--- src/cakb_pkg.sv ---
// Shared types, constants and helper functions for the color key alpha blur core.
// No dependencies; every other file in src/ except cakb_ram refers to this package by scoped names.
package cakb_pkg;

  // Field and bus widths
  localparam int PIX_W     = 32;
  localparam int ALPHA_W   = 8;
  localparam int ALPHA_LSB = 24;
  localparam int RGB_W     = 24;
  localparam int CFG_W     = 11;
  localparam int APB_DW    = 32;
  localparam int ADDR_W    = 3;
  localparam int REG_SEL_BIT = 2;

  // Position counters are sized for the largest geometry the 11-bit
  // registers can express: 2047 x 1024 pixels plus the drain of the blur passes.
  localparam int POS_W = 22;

  // Geometry limits and reset values
  localparam int MAX_LINE_WIDTH_DEF = 1024;
  localparam int BLUR_PASSES_DEF    = 4;
  localparam int MAX_LINE_COUNT     = 1024;
  localparam int LINE_WIDTH_MIN     = 3;
  localparam int LINE_COUNT_MIN     = 3;
  localparam int LINE_WIDTH_RST     = 64;
  localparam int LINE_COUNT_RST     = 64;

  // Derived geometry goes through three register stages after a write
  localparam int SETTLE_CYCLES = 3;
  localparam int SETTLE_W      = $clog2(SETTLE_CYCLES + 1);

  // Keying
  localparam logic [RGB_W-1:0]   KEY_RGB      = 24'hff00ff;
  localparam logic [ALPHA_W-1:0] OPAQUE_ALPHA = 8'hff;

  // Stencil sum is 2*c + 4 neighbors, at most 6*255 = 1530.
  // floor(s/6) == (s*683) >> 12 for all s below 1536.
  localparam int SUM_W      = 11;
  localparam int DIV6_MUL   = 683;
  localparam int DIV6_MUL_W = 10;
  localparam int DIV6_SHIFT = 12;
  localparam int PROD_W     = SUM_W + DIV6_MUL_W;

  typedef enum logic {
    REG_LINE_WIDTH = 1'b0,
    REG_LINE_COUNT = 1'b1
  } cfg_reg_t;

  typedef struct packed {
    logic [PIX_W-1:0] pixel_in;
    logic             flush;
  } feed_t;

  typedef struct packed {
    logic [PIX_W-1:0] pixel_out;
    logic             image_end;
  } result_t;

  // Geometry derived from the registers, shared by all cells
  typedef struct packed {
    logic [CFG_W-1:0] wm2;       // width - 2
    logic [CFG_W-1:0] wm1;       // width - 1
    logic [POS_W-1:0] w_p1;      // width + 1
    logic [POS_W-1:0] w2_p2;     // 2*width + 2
    logic [POS_W-1:0] n;         // pixels per image
    logic [POS_W-1:0] n_w;       // n + width
    logic [POS_W-1:0] n_w1;      // n + width + 1
    logic [POS_W-1:0] end_step;  // last transaction of an image
  } geom_t;

  typedef struct packed {
    logic clear;  // register write: drop the image in progress
    logic busy;   // geometry still settling
  } cfg_ctl_t;

  // Token handed from one cell to the next
  typedef struct packed {
    logic             valid;
    logic [PIX_W-1:0] data;
    logic             in_range;  // position lies inside the image
    logic             last_pix;  // position is the last pixel
    logic             img_end;   // transaction closes the image
  } tok_t;

  function automatic logic [PIX_W-1:0] key_pixel(input logic [PIX_W-1:0] px);
    logic [RGB_W-1:0] rgb;
    rgb = px[RGB_W-1:0];
    if (rgb == KEY_RGB) begin
      return '0;
    end
    return {OPAQUE_ALPHA, rgb};
  endfunction

  function automatic logic [ALPHA_W-1:0] alpha_div6(input logic [SUM_W-1:0] sum);
    logic [PROD_W-1:0] prod;
    prod = PROD_W'(sum) * PROD_W'(DIV6_MUL);
    return ALPHA_W'(prod >> DIV6_SHIFT);
  endfunction

endpackage

--- src/cakb_cfg.sv ---
// APB register file (line_width, line_count) and the derived geometry pipeline.
// Depends on cakb_pkg.
module cakb_cfg #(
  parameter int MAX_LINE_WIDTH = cakb_pkg::MAX_LINE_WIDTH_DEF,
  parameter int BLUR_PASSES    = cakb_pkg::BLUR_PASSES_DEF
) (
  input  logic                          clk,
  input  logic                          rst,
  input  logic                          psel,
  input  logic                          penable,
  input  logic                          pwrite,
  input  logic [cakb_pkg::ADDR_W-1:0]   paddr,
  input  logic [cakb_pkg::APB_DW-1:0]   pwdata,
  output logic [cakb_pkg::APB_DW-1:0]   prdata,
  output logic                          pready,
  output cakb_pkg::geom_t               geom,
  output cakb_pkg::cfg_ctl_t            ctl
);

  localparam int CW = cakb_pkg::CFG_W;
  localparam int PW = cakb_pkg::POS_W;

  logic [CW-1:0] line_width;
  logic [CW-1:0] line_count;
  logic          wr;
  cakb_pkg::cfg_reg_t sel;

  logic [cakb_pkg::SETTLE_W-1:0] settle;

  // stage 1
  logic [CW-1:0] w_eff;
  logic [CW-1:0] h_eff;
  // stage 2
  logic [CW-1:0] wm1;
  logic [CW-1:0] wm2;
  logic [PW-1:0] w_p1;
  logic [PW-1:0] w2_p2;
  logic [PW-1:0] n;
  logic [PW-1:0] bw;
  // stage 3
  logic [PW-1:0] n_w;
  logic [PW-1:0] n_w1;
  logic [PW-1:0] end_step;

  assign pready = 1'b1;
  assign wr     = psel && penable && pwrite;
  assign sel    = cakb_pkg::cfg_reg_t'(paddr[cakb_pkg::REG_SEL_BIT]);

  always_comb begin
    case (sel)
      cakb_pkg::REG_LINE_WIDTH: prdata = cakb_pkg::APB_DW'(line_width);
      cakb_pkg::REG_LINE_COUNT: prdata = cakb_pkg::APB_DW'(line_count);
      default:                  prdata = '0;
    endcase
  end

  always_ff @(posedge clk) begin
    if (rst) begin
      line_width <= CW'(cakb_pkg::LINE_WIDTH_RST);
      line_count <= CW'(cakb_pkg::LINE_COUNT_RST);
      settle     <= cakb_pkg::SETTLE_W'(cakb_pkg::SETTLE_CYCLES);
    end else begin
      if (wr) begin
        case (sel)
          cakb_pkg::REG_LINE_WIDTH: line_width <= pwdata[CW-1:0];
          cakb_pkg::REG_LINE_COUNT: line_count <= pwdata[CW-1:0];
          default: ;
        endcase
        settle <= cakb_pkg::SETTLE_W'(cakb_pkg::SETTLE_CYCLES);
      end else if (settle != '0) begin
        settle <= settle - cakb_pkg::SETTLE_W'(1);
      end
    end
  end

  // Saturate, then build the compare constants over three stages
  always_ff @(posedge clk) begin
    if (rst) begin
      w_eff    <= '0;
      h_eff    <= '0;
      wm1      <= '0;
      wm2      <= '0;
      w_p1     <= '0;
      w2_p2    <= '0;
      n        <= '0;
      bw       <= '0;
      n_w      <= '0;
      n_w1     <= '0;
      end_step <= '0;
    end else begin
      if (line_width < CW'(cakb_pkg::LINE_WIDTH_MIN)) begin
        w_eff <= CW'(cakb_pkg::LINE_WIDTH_MIN);
      end else if (32'(line_width) > 32'(MAX_LINE_WIDTH)) begin
        w_eff <= CW'(MAX_LINE_WIDTH);
      end else begin
        w_eff <= line_width;
      end
      if (line_count < CW'(cakb_pkg::LINE_COUNT_MIN)) begin
        h_eff <= CW'(cakb_pkg::LINE_COUNT_MIN);
      end else if (32'(line_count) > 32'(cakb_pkg::MAX_LINE_COUNT)) begin
        h_eff <= CW'(cakb_pkg::MAX_LINE_COUNT);
      end else begin
        h_eff <= line_count;
      end

      wm1   <= w_eff - CW'(1);
      wm2   <= w_eff - CW'(2);
      w_p1  <= PW'(w_eff) + PW'(1);
      w2_p2 <= (PW'(w_eff) << 1) + PW'(2);
      n     <= PW'(w_eff) * PW'(h_eff);
      bw    <= PW'(BLUR_PASSES) * (PW'(w_eff) + PW'(1));

      n_w      <= n + w_p1 - PW'(1);
      n_w1     <= n + w_p1;
      end_step <= n + bw - PW'(1);
    end
  end

  assign geom = '{wm2: wm2, wm1: wm1, w_p1: w_p1, w2_p2: w2_p2, n: n,
                  n_w: n_w, n_w1: n_w1, end_step: end_step};
  assign ctl  = '{clear: wr, busy: settle != '0};

endmodule

--- config.mk ---
export PLATFORM = sky130hd
export DESIGN_NAME = cakb_cfg
export DESIGN_NICKNAME = d
export VERILOG_FILES = /design/src/cakb_pkg.sv /design/src/cakb_cfg.sv
export SDC_FILE = /design/constraint.sdc
export NUM_CORES = 1
export LEC_CHECK = 0
export BUFFER_PORTS_ARGS = -buffer_cell sky130_fd_sc_hd__buf_2
export CORE_MARGIN = 5
export CORE_UTILIZATION = 35
export DETAILED_ROUTE_END_ITERATION = 7
export GPL_ROUTABILITY_DRIVEN = 0
export PLACE_DENSITY = 0.58
export SYNTH_ARGS = -nofsm -noshare
export SYNTH_HDL_FRONTEND = slang
export SYNTH_SLANG_ARGS = --single-unit
--- constraint.sdc ---
create_clock -name clk -period 10.2 [get_ports clk]
set_input_delay 0.51 -clock clk [delete_from_list [all_inputs] [get_ports clk]]
set_output_delay 0.51 -clock clk [all_outputs]
set_load 0.005 [all_outputs]
# Yosys cells after proc, flatten, opt, wreduce, memory -nomap -nowiden

Index checks and enable logic that the tools add are counted.

Memories kept: 0
RAM bits: 0
ROM bits: 0
Flip-flop bits (word level): 222
Word-level logic and storage cells: 49
Input bits: 40
Bits in latches: 0
Output and inout port bits: 189

Bitwise logic cells: 1
Divide/modulo/power cells: 0
Multipliers: 1
Reduce and logical (&&, ||, !) cells: 10
Eq/ne operators: 0
Muxes and demuxes: 5
$lt $le $gt $ge: 4
Shifts and indexed selects: 0
Add/subtract/negate cells: 9

Operator list:

| kind                    | count |
|---|---|
| $pmux W32 S2            | 1 |
| $add A22 B22 Y22        | 2 |
| $sub A22 B1 Y22 const B | 2 |
| $gt A11 B11 Y1 const B  | 2 |
| $lt A11 B2 Y1 const B   | 2 |
| $mul A11 B11 Y22        | 1 |
| $mux W11                | 2 |
| $add A12 B2 Y13 const B | 1 |
| $add A11 B1 Y12 const B | 1 |
| $sub A11 B1 Y11 const B | 1 |
| $sub A11 B2 Y11 const B | 1 |
| $reduce_or A2 Y1        | 3 |
| $reduce_or A3 Y1        | 2 |
| $mux W2                 | 2 |
| $reduce_and A2 Y1       | 2 |
| $logic_and A1 B1 Y1     | 2 |
| $reduce_bool A2 Y1      | 1 |
| $sub A2 B1 Y2 const B   | 1 |
| $not A1 Y1              | 1 |

# Depth between registers and ports, before layout

Gate-level depths: netlist (run 1).

Depth after elaboration: 3
Mapped depth: 22
Depth with buffers taken out: 20

# Worst setup path after synthesis (run 1)

OpenSTA, ideal clock, no wires.

Path type: register -> register
From: register w_eff[4]
To: register n[19]
Data arrival time: 5.494 ns
Data required time: 10.114 ns
Stages on the path, launching flop included: 20
Library setup time: 0.086 ns
Buffers on the path: 2
Period minus slack after synthesis: 5.580 ns
Slack: 4.620 ns
Cells stage by stage: dfxtp_1 > clkbuf_1 > clkbuf_1 > and2_1 > fa_1 > fa_1 > fa_1 > fa_1 > inv_1 > fa_1 > inv_1 > ha_1 > a21o_1 > a21oi_1 > o21bai_1 > a21oi_1 > o21ai_0 > a2111oi_0 > nor2_1 > a211oi_1

Word-level cells in the longest chain between the ends: 1

Ends and longest elaborated chain:

| what                   | line            | text |
|---|---|---|
| from (decl)            | cakb_cfg.sv:31  | `logic [CW-1:0] w_eff;` |
| from (signal assigned) | cakb_cfg.sv:92  | `w_eff <= CW'(cakb_pkg::LINE_WIDTH_MIN);` |
| from (signal assigned) | cakb_cfg.sv:94  | `w_eff <= CW'(MAX_LINE_WIDTH);` |
| from (signal assigned) | cakb_cfg.sv:96  | `w_eff <= line_width;` |
| $mul A11 B11 Y22       | cakb_cfg.sv:110 | `n <= PW'(w_eff) * PW'(h_eff);` |
| to (signal assigned)   | cakb_cfg.sv:110 |  |
| to (decl)              | cakb_cfg.sv:38  | `logic [PW-1:0] n;` |

No other way between the ends.
A chain may end at the register's enable or synchronous reset.

# Final worst setup path (run 1)

Ends and elaborated chain as after synthesis.

==> impl_results.md, run 1 <==
* MaxCap Viol Count at 0
* Crit path launch type: register
* Rel. slew slack at 38.1%
* Largest net degree at the start of global routing at 93
* FF-to-FF path depth at 17
* Pint at 1.23 mW
* Power per cell area at 118 nW/um2
* Post-Synthesis Cells at 1429
* Share of layout cells above drive strength 1 at 15.7%
* Post-DRT Antenna Nets at 0
* Worst Hold Class: in -> reg
* Final instance area at 13900 um2
* Reg2Reg Launch Point: w_eff[4]
* Post-synth top area share at 27.0%
* Vias at 9583
* Sink Count at 167
* Clock Skew at 0.0108 ns
* RSZ-0062 raised after global routing: false
* Psw at 0.412 mW
* Total negative slack at 0 ns
* Run status: completed
* Finished Core Util at 40.2%
* Die area at 39200 um2
* WHS Path Cells at 3
* Initial Util at 35.6%
* Switch share at 25.1%
* Die W at 198 um
* Hold Path End: line_width[6]
* Post-synthesis sequential area ratio at 27.0%
* Placed inst area at 13300 um2
* Number of synthesized flops with an enable pin at 0
* Gr ovfl total at 0
* Clock Power Share at 44.4%
* F_max at 158 MHz
* Critical path class: reg -> reg
* Maximum root-to-sink buffer count at 2
* H-tree Lvls at 4
* CTS tree: done
* Unique cell type count in the Yosys netlist at 82
* Clk slew on worst S/H paths at 0.07 ns
* Pwr Total at 1.64 mW
* Seq pwr share at 43.3%
* Via/cell ratio at 4.77
* Min-Delay Startpoint: pwdata[6]
* Largest cells by area after synthesis: dfxtp_1, fa_1, ha_1
* I/O Buffers at 163
* Combinational power share at 12.3%
* Post-CTS Hold Fix Bufs at 0
* All-Layer GR Usage at 15.5%
* # Post-CTS Setup Buffers at 0
* Synth warn at 0
* Max FO, Critical Path at 21
* Std-Cell Rows at 68
* Hold Vio Cnt, Final at 0
* Drc violations at 0
* Critical Path RT at 10.53 ns
* Core Region at 34700 um2
* Max-slew violations at 0
* Setup crit end kind: register
* Clock root buffer: clkbuf_16
* Most used DFF post-synth: dfxtp_1
* Nets at 1780
* FFs w/ async S/R, synth at 0%
* Initial DRC Count at 419
* Worst Path Arrival at 6.67 ns
* Least-Margin Pin Slew at 0.927 ns
* Hpwl dp at 23300 um
* Tcrit/Tclk final at 62.1%
* Hold_ws at 0.319 ns
* Initial antenna violation count at 0
* Synth Area per Inst at 8.65 um2
* CTS resizes at 0
* R2r endpoint: n[19]
* VDD IR-drop max at 0.000164 V
* Number of CTS-inserted buffers at 17
* DR pass1 iterations at 8
* Synth Cell Area at 12400 um2
* Wire per inst at 14.9 um
* Post-Route WL at 30000 um
* Flop-to-flop setup slack at 3.86 ns
* Worst skew pair latency at 0.43 ns
* Final Critical Period at 6.34 ns
* Synthesized flop and latch total at 167
* Global-route wire length before repair at 49500 um
* Layout area overhead at 12.8%
* Endpoints failing setup at 0
* Top Ports at 229
* Vias in the first global route at 9723
* Synth area leader: dfxtp_1
* Leak at 6.94 nW
* Ant. Diodes at 0
* Die height at 198 um
==> critical path: stages (launching register included) <==
cell       delay, ns
dfxtp_1         0.93
and2_1          0.25
fa_1            0.45
fa_1            0.53
fa_1            0.52
fa_1            0.54
inv_1           0.05
fa_1            0.53
inv_1           0.05
ha_1            0.36
a21o_1          0.20
a21oi_1         0.13
o21bai_1        0.08
a21oi_1         0.28
o21ai_0         0.19
a2111oi_0       0.71
nor2_1          0.17
a211oi_1        0.25
==> metrics by stage <==
step	std cells	setup slack (ns)
detailed placement	1977	3.98
CTS	2009	3.91
floorplan	1469	4.62
global placement	1977	3.98
finish	2009	3.86
global route	2009	3.30
==> worst max path at each step <==
stage	from	depth (start not counted)	to	slack (ns)
finish	w_eff[4]	17	n[19]	3.86
global route	w_eff[4]	17	n[19]	3.30
CTS	w_eff[3]	17	n[19]	3.91
detailed placement	w_eff[3]	17	n[19]	3.98
global placement	w_eff[4]	17	n[19]	3.98
floorplan	w_eff[4]	19	n[19]	4.62
==> routing by layer <==
metal  global-route usage, %  routed length [um]
met1                    20.6               13600
met2                    26.1               14200
met3                    3.01                1790
met4                    3.34                 372
met5                       0                   0
==> state kept, by name, indices dropped and copies added (netlist names) <==
register    count
end_step       22
h_eff          11
line_count     11
line_width     11
n              22
n_w            22
n_w1           22
settle          2
w2_p2          11
w_eff          11
wm1            11
wm2            11
==> power groups by stage <==
stage	sequential, mW	combinational [mW]	clock, mW
floorplan	0.718	0.146	0
global placement	0.725	0.200	0
detailed placement	0.725	0.201	0
CTS	0.710	0.203	0.748
global route	0.713	0.227	0.776
finish	0.710	0.202	0.729
==> cell families (layout without fill, tap and decap cells) <==
| kind of cell | Yosys count | after routing | synth area share [%] |
|---|---|---|---|
| other | 2 | 42 | 0.0607 |
| AO/OA/AOI/OAI | 195 | 195 | 10.6 |
| adder cells (fa/ha/maj) | 199 | 199 | 25.1 |
| AND/OR/NAND/NOR | 487 | 487 | 20.1 |
| buffers and inverters | 297 | 382 | 10.8 |
| XOR/XNOR | 63 | 63 | 4.52 |
| multiplexers | 19 | 19 | 1.70 |
| flip-flops | 167 | 167 | 27.0 |
==> Yosys cell counts, types with 14 or more instances <==
cell type  number
mux2_2         14
dfxtp_1       167
nor2b_1        18
buf_4          56
nor2_1        115
or3_1          14
clkbuf_1       51
a21o_1         18
o21ai_0        28
fa_1           82
nand2_1       129
nor3_1         30
ha_1          117
nand3_1        17
and2_1         94
a21oi_1        63
xor2_1         22
inv_1         184
xnor2_1        40
==> cells in the final DEF, fill, tap and decap left out, types with 9 or more instances in the layout <==
cell type	n
o21bai_1	9
buf_2	162
nand2b_1	11
mux2_2	14
o21ai_0	28
fa_1	82
nor3_1	30
clkbuf_16	17
nand3_1	17
a211oi_1	11
a21o_1	18
xor2_1	22
nor2_1	115
conb_1	42
ha_1	117
and2_1	94
o21a_1	11
nor2b_1	18
and3_1	11
dfxtp_1	167
xnor2_1	40
a21oi_1	63
nand2_1	129
or3_1	14
inv_1	184
==> cell type report <==
| class | instances | area [um2] |
|---|---|---|
| clock buffer | 20 | 457 |
| clock inverter | 12 | 211 |
| fill | 3563 | 20800 |
| inverter | 184 | 691 |
| multi-input combinational | 1005 | 7830 |
| sequential | 167 | 3340 |
| tap | 455 | 569 |
| timing repair buffer | 166 | 841 |
No activity file was read; power rests on OpenSTA's default activity.
==> inputs of run 2 (changes only) <==
--- a/config.mk
+++ b/config.mk
@@ -10,7 +10,7 @@
 export CORE_UTILIZATION = 35
 export DETAILED_ROUTE_END_ITERATION = 7
 export GPL_ROUTABILITY_DRIVEN = 0
-export PLACE_DENSITY = 0.58
+export PLACE_DENSITY = 0.61
 export SYNTH_ARGS = -nofsm -noshare
 export SYNTH_HDL_FRONTEND = slang
 export SYNTH_SLANG_ARGS = --single-unit
==> constraint.sdc (replaced) <==
create_clock -name clk -period 5.22 [get_ports clk]
set_input_delay 0.261 -clock clk [delete_from_list [all_inputs] [get_ports clk]]
set_output_delay 0.261 -clock clk [all_outputs]
set_load 0.005 [all_outputs]
==> impl_results.md, run 2 (same netlist as run 1, synthesis figures left out) <==
* Post-Route WL at 30200 um
* Initial antenna violation count at 0
* Rel. slew slack at 35.9%
* Worst Path Arrival at 5.41 ns
* VDD IR-drop max at 0.000223 V
* Final setup margin at 0.140 ns
* Vias in the first global route at 9870
* MaxCap Viol Count at 0
* FF-to-FF path depth at 18
* H-tree Lvls at 4
* Reg2Reg Launch Point: w_eff[2]
* Wire per inst at 14.6 um
* Power per cell area at 216 nW/um2
* Maximum root-to-sink buffer count at 2
* Leak at 7.29 nW
* Layout area overhead at 17.4%
* Clock Skew at 0.0145 ns
* Hold Vio Cnt, Final at 0
* DR pass1 iterations at 5
* # Post-CTS Setup Buffers at 0
* Most frequent CP cell: fa_1
* Commonest non-fill, non-tap cell in the layout: inv_1
* Endpoints failing setup at 0
* Least-Margin Pin Slew at 0.961 ns
* CP bufs+invs at 5
* Placed Cells at 2040
* Std-Cell Rows at 68
* Kind of cell adding the most delay to the critical path: adder cells
* Post-DRT Antenna Nets at 0
* Crit path launch type: register
* CP startpoint: w_eff[2]
* Min-Delay Startpoint: pwdata[6]
* Slowest stage delay, CP at 0.53 ns
* Final Critical Period at 5.08 ns
* Via/cell ratio at 4.76
* Vias at 9867
* Initial DRC Count at 476
* Nets at 1843
* Gr ovfl total at 0
* All-Layer GR Usage at 15.5%
* Total stage count of the critical path at 18
* WHS Path Cells at 3
* Top Ports at 229
* Fin cells at 2073
* Setup crit end kind: register
* Commonest cells after routing, fill and taps aside: inv_1, buf_2, dfxtp_1, nand2_1, ha_1
* Worst skew pair latency at 0.44 ns
* I/O Buffers at 163
* Post-placement setup slack at -0.104 ns
* Hpwl dp at 24000 um
* Die height at 198 um
* Global-route wire length before repair at 49400 um
* Die area at 39200 um2
* Tcrit/Tclk final at 97.3%
* Critical path class: reg -> reg
* Largest net degree at the start of global routing at 93
* Clk slew on worst S/H paths at 0.07 ns
* Critical path's slowest cell: fa_1
* Run status: completed
* Clock root buffer: clkbuf_16
* Number of CTS-inserted buffers at 17
* Sink Count at 167
* Max FO, Critical Path at 11
* Die W at 198 um
* Cell chain of the critical path: buf_12, buf_4, nand2_1, fa_1, fa_1, fa_1, inv_1, fa_1, inv_1, fa_1, inv_1, ha_1, o21a_1, nor2_2, a211oi_1, o21a_1, o41ai_2, mux2_2
* Post-CTS Hold Fix Bufs at 0
* Share of layout cells above drive strength 1 at 20.5%
* Core Region at 34700 um2
* Drc violations at 0
* F_max at 197 MHz
* Worst Hold Class: in -> reg
* Max-slew violations at 0
* CTS tree: done
* Critical Path RT at 5.55 ns
* Initial Util at 35.6%
* Flop-to-flop setup slack at 0.14 ns
run 2: changes by cell type in the layout (fill, tap and decap cells not counted), moves of 3 or more:
cell,delta
buf_12,+4
a21oi_2,+3
a21oi_1,-4
o21ai_0,-4
buf_4,+59
dfxtp_2,+11
dfxtp_1,-12
run 2: report_power, final:
part	internal (mW)	leakage [nW]	total (mW)	switching, mW
registers	1.34	1.37	1.38	0.0332
logic	0.185	5.62	0.419	0.233
clock network	0.770	0.295	1.35	0.577
run 2: layout make-up:
| cell class | count | area [um2] |
|---|---|---|
| fill | 3496 | 20200 |
| clock inverter | 13 | 188 |
| multi-input combinational | 1005 | 7910 |
| antenna | 1 | 2.50 |
| inverter | 184 | 691 |
| timing repair buffer | 229 | 1360 |
| sequential | 167 | 3360 |
| tap | 455 | 569 |
| clock buffer | 19 | 433 |
run 2: metal layers:
metal  vias to the layer above  track usage (%)  part of all wire [%]  wire length [um]
li1                       4892                -                     -                 -
met1                      4726             20.1                    46             13800
met2                       219             26.6                    48             14500
met3                        30             3.03                   4.6              1400
met4                         0             3.98                   1.5               456
met5                         -                0                     0                 0
run 2: per-stage QoR:
step	hold slack [ns]	util, %	instance area, um2	setup TNS (ns)	total power, mW
global placement	0.462	39.8	13800	-0.0116	1.82
detailed placement	0.459	39.8	13800	-0.259	1.82
global route	0.0305	41.8	14500	-0.0953	3.29
floorplan	0.382	-	12500	0	1.69
CTS	0.0329	41.6	14400	-0.0335	3.17
finish	0.0600	41.8	14500	0	3.14
run 2: worst reg2reg max path: stages (launching register included):
cell and delay, ns:
dfxtp_2 0.36, buf_12 0.14, buf_4 0.13, nand2_1 0.07, fa_1 0.44, fa_1 0.51, fa_1 0.50, inv_1 0.06
fa_1 0.53, inv_1 0.05, fa_1 0.52, inv_1 0.04, ha_1 0.30, o21a_1 0.20, nor2_2 0.18, a211oi_1 0.10
o21a_1 0.22, o41ai_2 0.23, mux2_2 0.37
run 2: timing repair:
item | in CTS | in global routing
pin swaps | 0 | 10
endpoints found under the hold margin | 0 | 0
resized for setup | 5 | 27
setup endpoints to repair | 4 | 7
run 2: worst paths after layout:
path | endpoint
hold reg to reg | end_step[0]
setup / recovery | n[15]
hold / removal | line_count[6]
setup reg to reg | n[15]
